`src/sv/vrp_pkg.sv`:
```
// Shared types, constants and sine table builder for the vertex rotate/project pipeline.
`default_nettype none
package vrp_pkg;

  localparam int COORD_W            = 16;
  localparam int FRAC_BITS          = 12;
  localparam int SINE_TABLE_ENTRIES = 1024;
  localparam int ANGLE_W            = 12;
  localparam int PHASE_W            = ANGLE_W - 2;
  localparam int SIN_W              = FRAC_BITS + 1;  // table magnitude, 0 .. 1.0
  localparam int TRIG_W             = FRAC_BITS + 2;  // signed sine / cosine
  localparam int IDX_W              = $clog2(SINE_TABLE_ENTRIES + 1);
  localparam int SCALE_W            = IDX_W + PHASE_W;

  // rotated coordinates stay below 2^17 in magnitude after three rotations
  localparam int ROT_W  = 19;
  localparam int PROD_W = ROT_W + TRIG_W;
  localparam int SUM_W  = PROD_W + 1;
  localparam int D_W    = ROT_W + 1;

  localparam int DIST_W     = 15;
  localparam int FOCAL_W    = 8;
  localparam int CENTER_W   = 10;
  localparam int CFG_IDX_W  = 3;
  localparam int CFG_DATA_W = 15;

  // projection divide: numerator below 2^29 in magnitude, divisor up to 2^18
  localparam int DPOS_W     = 18;
  localparam int DEN_W      = DPOS_W + 1;
  localparam int NUM_W      = 30;
  localparam int MAG_W      = NUM_W - 1;
  localparam int QUOT_W     = COORD_W + 1;
  localparam int STEP_BITS  = 2;
  localparam int DIV_STEPS  = (QUOT_W + STEP_BITS - 1) / STEP_BITS;
  localparam int DIV_STAGES = DIV_STEPS + 2;
  localparam int CMP_W      = DEN_W + QUOT_W;

  localparam int ROT_STAGES  = 3;
  localparam int PREP_STAGE  = ROT_STAGES;
  localparam int PIPE_STAGES = ROT_STAGES + 1 + DIV_STAGES;

  localparam logic [QUOT_W-1:0] POS_LIMIT = QUOT_W'((1 << (COORD_W - 1)) - 1);
  localparam logic [QUOT_W-1:0] NEG_LIMIT = QUOT_W'(1 << (COORD_W - 1));
  localparam logic signed [COORD_W-1:0] OUT_MAX = COORD_W'((1 << (COORD_W - 1)) - 1);
  localparam logic signed [COORD_W-1:0] OUT_MIN = COORD_W'(1 << (COORD_W - 1));

  localparam logic [DIST_W-1:0]   DIST_RESET  = DIST_W'(20480);
  localparam logic [FOCAL_W-1:0]  FOCAL_RESET = FOCAL_W'(24);
  localparam logic [CENTER_W-1:0] CX_RESET    = CENTER_W'(40);
  localparam logic [CENTER_W-1:0] CY_RESET    = CENTER_W'(20);

  localparam longint unsigned HALF_PI_Q30 = 64'd1686629713;

  typedef enum logic [CFG_IDX_W-1:0] {
    REG_ANGLE_X       = 3'd0,
    REG_ANGLE_Y       = 3'd1,
    REG_ANGLE_Z       = 3'd2,
    REG_VIEW_DISTANCE = 3'd3,
    REG_FOCAL_SCALE   = 3'd4,
    REG_CENTER_X      = 3'd5,
    REG_CENTER_Y      = 3'd6
  } cfg_reg_t;

  typedef enum logic [1:0] {
    AXIS_X,
    AXIS_Y,
    AXIS_Z
  } axis_t;

  typedef enum logic [1:0] {
    TRIG_IDLE,
    TRIG_SIN,
    TRIG_COS,
    TRIG_LAST
  } trig_state_t;

  typedef struct packed {
    logic               start;
    axis_t              axis;
    logic [ANGLE_W-1:0] angle;
  } trig_req_t;

  typedef struct packed {
    logic signed [TRIG_W-1:0] sin_x;
    logic signed [TRIG_W-1:0] cos_x;
    logic signed [TRIG_W-1:0] sin_y;
    logic signed [TRIG_W-1:0] cos_y;
    logic signed [TRIG_W-1:0] sin_z;
    logic signed [TRIG_W-1:0] cos_z;
  } trig_t;

  typedef logic [SIN_W-1:0] sine_rom_t [0:SINE_TABLE_ENTRIES];

  // long division for the series terms; only evaluated while the table is built
  function automatic longint unsigned div_u64(input longint unsigned n,
                                              input longint unsigned d);
    longint unsigned q;
    longint unsigned rem;
    q   = '0;
    rem = '0;
    for (int b = 63; b >= 0; b--) begin
      rem = {rem[62:0], n[b]};
      if (rem >= d) begin
        rem  = rem - d;
        q[b] = 1'b1;
      end
    end
    return q;
  endfunction

  // sin(idx * pi / 2N) by an eight-term series in Q30, rounded to FRAC_BITS
  function automatic logic [SIN_W-1:0] rom_entry(input longint unsigned idx);
    longint unsigned x;
    longint unsigned x2;
    longint unsigned term;
    longint unsigned r;
    longint unsigned one;
    longint          sum;
    x    = idx * HALF_PI_Q30 / SINE_TABLE_ENTRIES;
    x2   = (x * x) >> 30;
    term = x;
    sum  = longint'(x);
    one  = 64'd1 << FRAC_BITS;
    for (int k = 1; k <= 7; k++) begin
      term = (term * x2) >> 30;
      term = div_u64(term, 64'((2 * k) * (2 * k + 1)));
      if ((k % 2) == 1) sum = sum - longint'(term);
      else sum = sum + longint'(term);
    end
    if (sum < 0) sum = 0;
    r = (longint'(sum) + (64'd1 << (29 - FRAC_BITS))) >> (30 - FRAC_BITS);
    if (r > one) r = one;
    return SIN_W'(r);
  endfunction

  function automatic sine_rom_t build_sine_rom();
    sine_rom_t rom;
    for (int i = 0; i <= SINE_TABLE_ENTRIES; i++) begin
      rom[i] = rom_entry(longint'(i));
    end
    return rom;
  endfunction

endpackage
`default_nettype wire

```
`src/sv/vrp_divider.sv`:
```
// Pipelined signed divide, truncating toward zero, saturated to 16 bits; two quotient bits a stage.
`default_nettype none
module vrp_divider import vrp_pkg::*; (
  input  wire logic                    clk,
  input  wire logic [DIV_STAGES-1:0]   en,
  input  wire logic signed [NUM_W-1:0] num,
  input  wire logic [DEN_W-1:0]        den,
  output logic signed [COORD_W-1:0]    quot
);

  logic [MAG_W-1:0]  rem_q  [0:DIV_STEPS];
  logic [QUOT_W-1:0] part_q [0:DIV_STEPS];
  logic [DEN_W-1:0]  den_q  [0:DIV_STEPS];
  logic              neg_q  [0:DIV_STEPS];
  logic              ovf_q  [0:DIV_STEPS];
  logic [MAG_W-1:0]  mag;
  logic signed [COORD_W-1:0] sat_w;

  assign mag = num[NUM_W-1] ? MAG_W'(-num) : MAG_W'(num);

  // quotient that needs more than QUOT_W bits saturates anyway
  always_ff @(posedge clk) begin
    if (en[0]) begin
      rem_q[0]  <= mag;
      part_q[0] <= '0;
      den_q[0]  <= den;
      neg_q[0]  <= num[NUM_W-1];
      ovf_q[0]  <= DEN_W'(mag >> QUOT_W) >= den;
    end
  end

  for (genvar j = 0; j < DIV_STEPS; j++) begin : g_step
    logic [MAG_W-1:0]  rem_w;
    logic [QUOT_W-1:0] part_w;
    logic [CMP_W-1:0]  sub_w;

    always_comb begin
      int pos;
      rem_w  = rem_q[j];
      part_w = part_q[j];
      sub_w  = '0;
      for (int b = 0; b < STEP_BITS; b++) begin
        pos = QUOT_W - 1 - j * STEP_BITS - b;
        if (pos >= 0) begin
          sub_w = CMP_W'(den_q[j]) << pos;
          if (CMP_W'(rem_w) >= sub_w) begin
            rem_w  = MAG_W'(CMP_W'(rem_w) - sub_w);
            part_w = part_w | (QUOT_W'(1) << pos);
          end
        end
      end
    end

    always_ff @(posedge clk) begin
      if (en[j+1]) begin
        rem_q[j+1]  <= rem_w;
        part_q[j+1] <= part_w;
        den_q[j+1]  <= den_q[j];
        neg_q[j+1]  <= neg_q[j];
        ovf_q[j+1]  <= ovf_q[j];
      end
    end
  end

  always_comb begin
    if (neg_q[DIV_STEPS]) begin
      if (ovf_q[DIV_STEPS] || part_q[DIV_STEPS] > NEG_LIMIT) sat_w = OUT_MIN;
      else sat_w = COORD_W'(QUOT_W'(0) - part_q[DIV_STEPS]);
    end else begin
      if (ovf_q[DIV_STEPS] || part_q[DIV_STEPS] > POS_LIMIT) sat_w = OUT_MAX;
      else sat_w = COORD_W'(part_q[DIV_STEPS]);
    end
  end

  always_ff @(posedge clk) begin
    if (en[DIV_STAGES-1]) quot <= sat_w;
  end

endmodule
`default_nettype wire

```
`config.mk`:
```
export PLATFORM = sky130hd
export DESIGN_NAME = vrp_divider
export DESIGN_NICKNAME = d
export VERILOG_FILES = /design/src/sv/vrp_pkg.sv /design/src/sv/vrp_divider.sv
export SDC_FILE = /design/constraint.sdc
export NUM_CORES = 1
export LEC_CHECK = 0
export ABC_AREA = 1
export BUFFER_PORTS_ARGS = -buffer_cell sky130_fd_sc_hd__buf_2
export CAP_MARGIN = 20
export CORE_ASPECT_RATIO = 2
export CORE_MARGIN = 5
export CORE_UTILIZATION = 45
export CTS_BUF_LIST = sky130_fd_sc_hd__clkbuf_8
export DETAILED_ROUTE_END_ITERATION = 6
export PLACE_DENSITY = 0.6
export SYNTH_ARGS = -nofsm -noshare
export SYNTH_HDL_FRONTEND = slang
export SYNTH_SLANG_ARGS = --single-unit
export TNS_END_PERCENT = 50
```
`constraint.sdc`:
```
create_clock -name clk -period 5.4 [get_ports clk]
set_input_delay 0.81 -clock clk [delete_from_list [all_inputs] [get_ports clk]]
set_output_delay 0.81 -clock clk [all_outputs]
set_load 0.02 [all_outputs]
```
==> results.py <==
metrics = {
    "status": {
        "outcome": "finished, violations left",
        "violations": "design-rule violations",
    },
    "drt": {
        "avgViaCountPerCell": 5.58,
        "vias": 36800,
        "drt_iter0_drc": 1802,
        "detail-route-antenna-nets": 0,
        "post_drt_wl_per_cell_um": 24.5,
        "first_pass_iters": 7,
        "routed_wl_um": 162000,
        "drcViolationCount": 1,
    },
    "synth": {
        "synth_warnings": 0,
        "synth-seq-area-share": 0.424,
        "synth-seq-cells": 557,
        "synth_largest_area_cell": "edfxtp_1",
        "synth_fp_nets": 5138,
        "async_reset_ff_frac": 0,
        "synth_cell_type_count": 59,
        "yosys-top-cells-count": "nand2_1 (1213), inv_1 (643), edfxtp_1 (557)",
        "synth_most_common_cell": "nand2_1",
        "synth_cells": 4744,
        "synth.avg_cell_area_um2": 8.32,
        "synth_area_leaders": "edfxtp_1 (42%), nand2_1 (12%), ha_1 (10%)",
        "synth_edf_count": 557,
        "synth_top_area_share": 0.424,
        "synth-main-ff-cell": "edfxtp_1",
        "synth_area_um2": 39500,
    },
    "grt": {
        "grt.total_usage": 0.345,
        "grt_max_degree": 61,
        "overflow": 0,
        "first_global_vias": 40300,
        "grt_pass1_wl_um": 235000,
        "antenna_found_initial": 3,
    },
    "cells_and_area": {
        "multi_input_area_um2": 20100,
        "area_delta_synth_final_pct": 19.0,
        "register_area_um2": 16700,
        "n_fill_cell": 8401,
        "fin_util": 0.539,
        "nNetsFinal": 5762,
        "drive_gt1_frac": 0.151,
    },
    "placement": {
        "routabilityCongestion": 1.08,
        "post-place-ws_ns": -0.0430,
        "numPortBuffers": 76,
        "detailed_place_hpwl_um": 135000,
    },
    "timing": {
        "slew_viol_final": 0,
        "relSlewSlack": 0.276,
        "hold_violations": 0,
        "setup_violations": 0,
        "min_period_over_period": 0.981,
        "worst_pin_slew_ns": 1.08,
        "timing.final.ws_setup_ns": 0.103,
        "clock_skew_ns": 0.0768,
        "grt_setup_unrepaired": "no",
        "fmax_mhz": 189,
        "fin_crit_ns": 5.30,
    },
    "critical_path": {
        "r2r_start": "rem_q[5][17]",
        "crit_path_start_kind": "flip-flop",
        "cp_max_fo": 37,
        "cpPeakStageDelay_ns": 0.68,
        "crit_type": "flip-flop to flip-flop",
        "endpoint_kind": "flip-flop",
        "r2r_cells": 23,
        "cp.required_ns": 5.94,
        "reg2reg_to": "rem_q[6][27]",
        "crit_path_top_delay_cell": "nor2_4",
        "rrSetupSlack_ns": 0.10,
        "worstPathArrival_ns": 5.84,
        "path_cells": "ha_1 -> buf_4 -> nand2_1 -> inv_1 -> nand2_1 -> nor3_1 -> clkbuf_4 -> buf_4 -> a21oi_1 -> xor2_1 -> nand2_1 -> o21ai_0 -> inv_1 -> ha_1 -> a21oi_1 -> o21ai_0 -> a21oi_1 -> nand2_1 -> nand3_1 -> o211ai_1 -> nor2_4 -> buf_4 -> a21oi_1",
    },
    "clock_network": {
        "clk_path_buf_depth": 3,
        "htreeDepth": 3,
        "clk_pin_slew_ns": 0.07,
        "cts_tree": "done",
        "numCtsBuffers": 85,
        "clock_latency_ns": 0.83,
        "cts_root_buf": "clkbuf_8",
        "clock_sinks": 557,
    },
    "die": {
        "die_y_um": 429,
        "dieArea_um2": 94100,
        "io_pins": 77,
        "rows": 153,
        "die_w_um": 219,
        "initial_core_util": 0.453,
        "coreArea_um2": 87100,
    },
    "job": {
        "cap_violations": 0,
    },
    "power": {
        "irDropWorstVdd_v": 0.000309,
        "power_leakage_nw": 21.7,
        "power_density_nw_per_um2": 658,
    },
    "min_path": {
        "holdPathStages": 1,
        "whs_endpoint": "den_q[0][9]",
        "worstHoldStart": "den[9]",
        "min_path_type": "input pin to flip-flop",
    },
}
## area by class of cell
cell class              count  area share
clock buffers              86      0.0252
repair buffers            603      0.0979
inverters                 650      0.0520
clock inverters            71      0.0103
diodes                      2    0.000107
well taps                1162      0.0310
flip-flops and latches    557       0.356
multi-input cells        3471       0.427
## layout by cell type, fill, tap and decap left out, types with 13 or more instances in the layout
cell,synthesis,layout
o21ai_0,334,322
or2_2,20,20
buf_12,0,20
clkbuf_8,0,86
xor2_1,153,152
nand3_1,263,260
nor4_1,28,28
a21o_1,26,26
a21oi_1,313,311
o21bai_1,26,25
inv_1,643,662
nand2_1,1213,1210
nor3_1,66,64
o21ai_1,4,14
buf_4,7,504
a31oi_1,27,25
o21a_1,33,33
nand4_1,83,83
xnor2_1,109,109
ha_1,317,317
nand2_2,10,13
buf_2,13,76
clkinv_1,1,25
fa_1,16,16
edfxtp_1,557,557
nor2_1,299,294
## worst max-delay path by stage
| stage | from | to | cells past startpoint |
|---|---|---|---|
| floorplan | den_q[2][1] | rem_q[3][11] | 23 |
| CTS | den_q[2][1] | rem_q[3][26] | 30 |
| global route | den_q[4][11] | rem_q[5][24] | 27 |
| finish | rem_q[5][17] | rem_q[6][27] | 23 |
| global placement | den_q[6][8] | rem_q[7][27] | 22 |
| detailed placement | den_q[2][3] | rem_q[3][26] | 30 |
## sequential cells by signal, indices dropped and copies added, names as in the netlist
name / count
den_q: 171
quot: 16
neg_q: 10
rem_q: 261
part_q: 89
ovf_q: 10
## stage by stage
stage	std cells	hold slack [ns]	power [mW]	TNS (ns)	cell area (µm²)
finish	6602	0.174	30.9	0	47000
global placement	6433	0.400	26.7	0	45100
global route	6601	0.171	33.0	0	47000
floorplan	4744	0.400	17.5	0	39500
CTS	6590	0.132	30.4	0	46700
detailed placement	6433	0.405	26.8	-0.0430	45100
## power breakdown
group / leakage, nW / switching [mW] / internal, mW / total, mW
sequential: 5.42 / 0.539 / 6.15 / 6.69
clock: 0.921 / 1.82 / 1.79 / 3.61
combinational: 15.4 / 12.3 / 8.30 / 20.6
total: 21.7 / 14.7 / 16.2 / 30.9
## cell families (layout without fill, tap and decap cells)
group | count (synthesis) | count (layout) | synth area share
and+or+nand+nor | 2042 | 2043 | 0.221
AOI/OAI and AO/OA | 832 | 832 | 0.117
buffers and inverters | 717 | 1410 | 0.0715
DFF | 557 | 557 | 0.424
adders and majority gates | 333 | 333 | 0.109
xor gates and xnor gates | 262 | 262 | 0.0581
muxes | 1 | 1 | 0.000254
other | 0 | 2 | 0
## critical path: cells and delay by family, from the launching register on
kind	cells	cell delay (ns)
buf+inv	6	1.00
fa+ha+maj	2	0.70
simple gates	7	1.75
compound gates	7	0.93
flops	1	0.51
xor+xnor	1	0.15
## timing repair
| action | 4_1_cts | 5_1_grt |
|---|---|---|
| pin swaps | 0 | 4 |
| resized for setup | 1 | 40 |
| buffers inserted | 0 | 7 |
| setup endpoints to repair | 4 | 128 |
| hold buffers | 0 | 0 |
| cloned | 0 | 1 |
## layer usage
layer | global-route usage | up-vias | routed length, µm
met5 | 0.000529 | - | 0
met3 | 0.0774 | 1104 | 6710
met1 | 0.187 | 16900 | 34400
li1 | - | 17400 | -
met2 | 0.685 | 1401 | 91200
met4 | 0.472 | 0 | 29600
(Power assumes the default switching activity.)
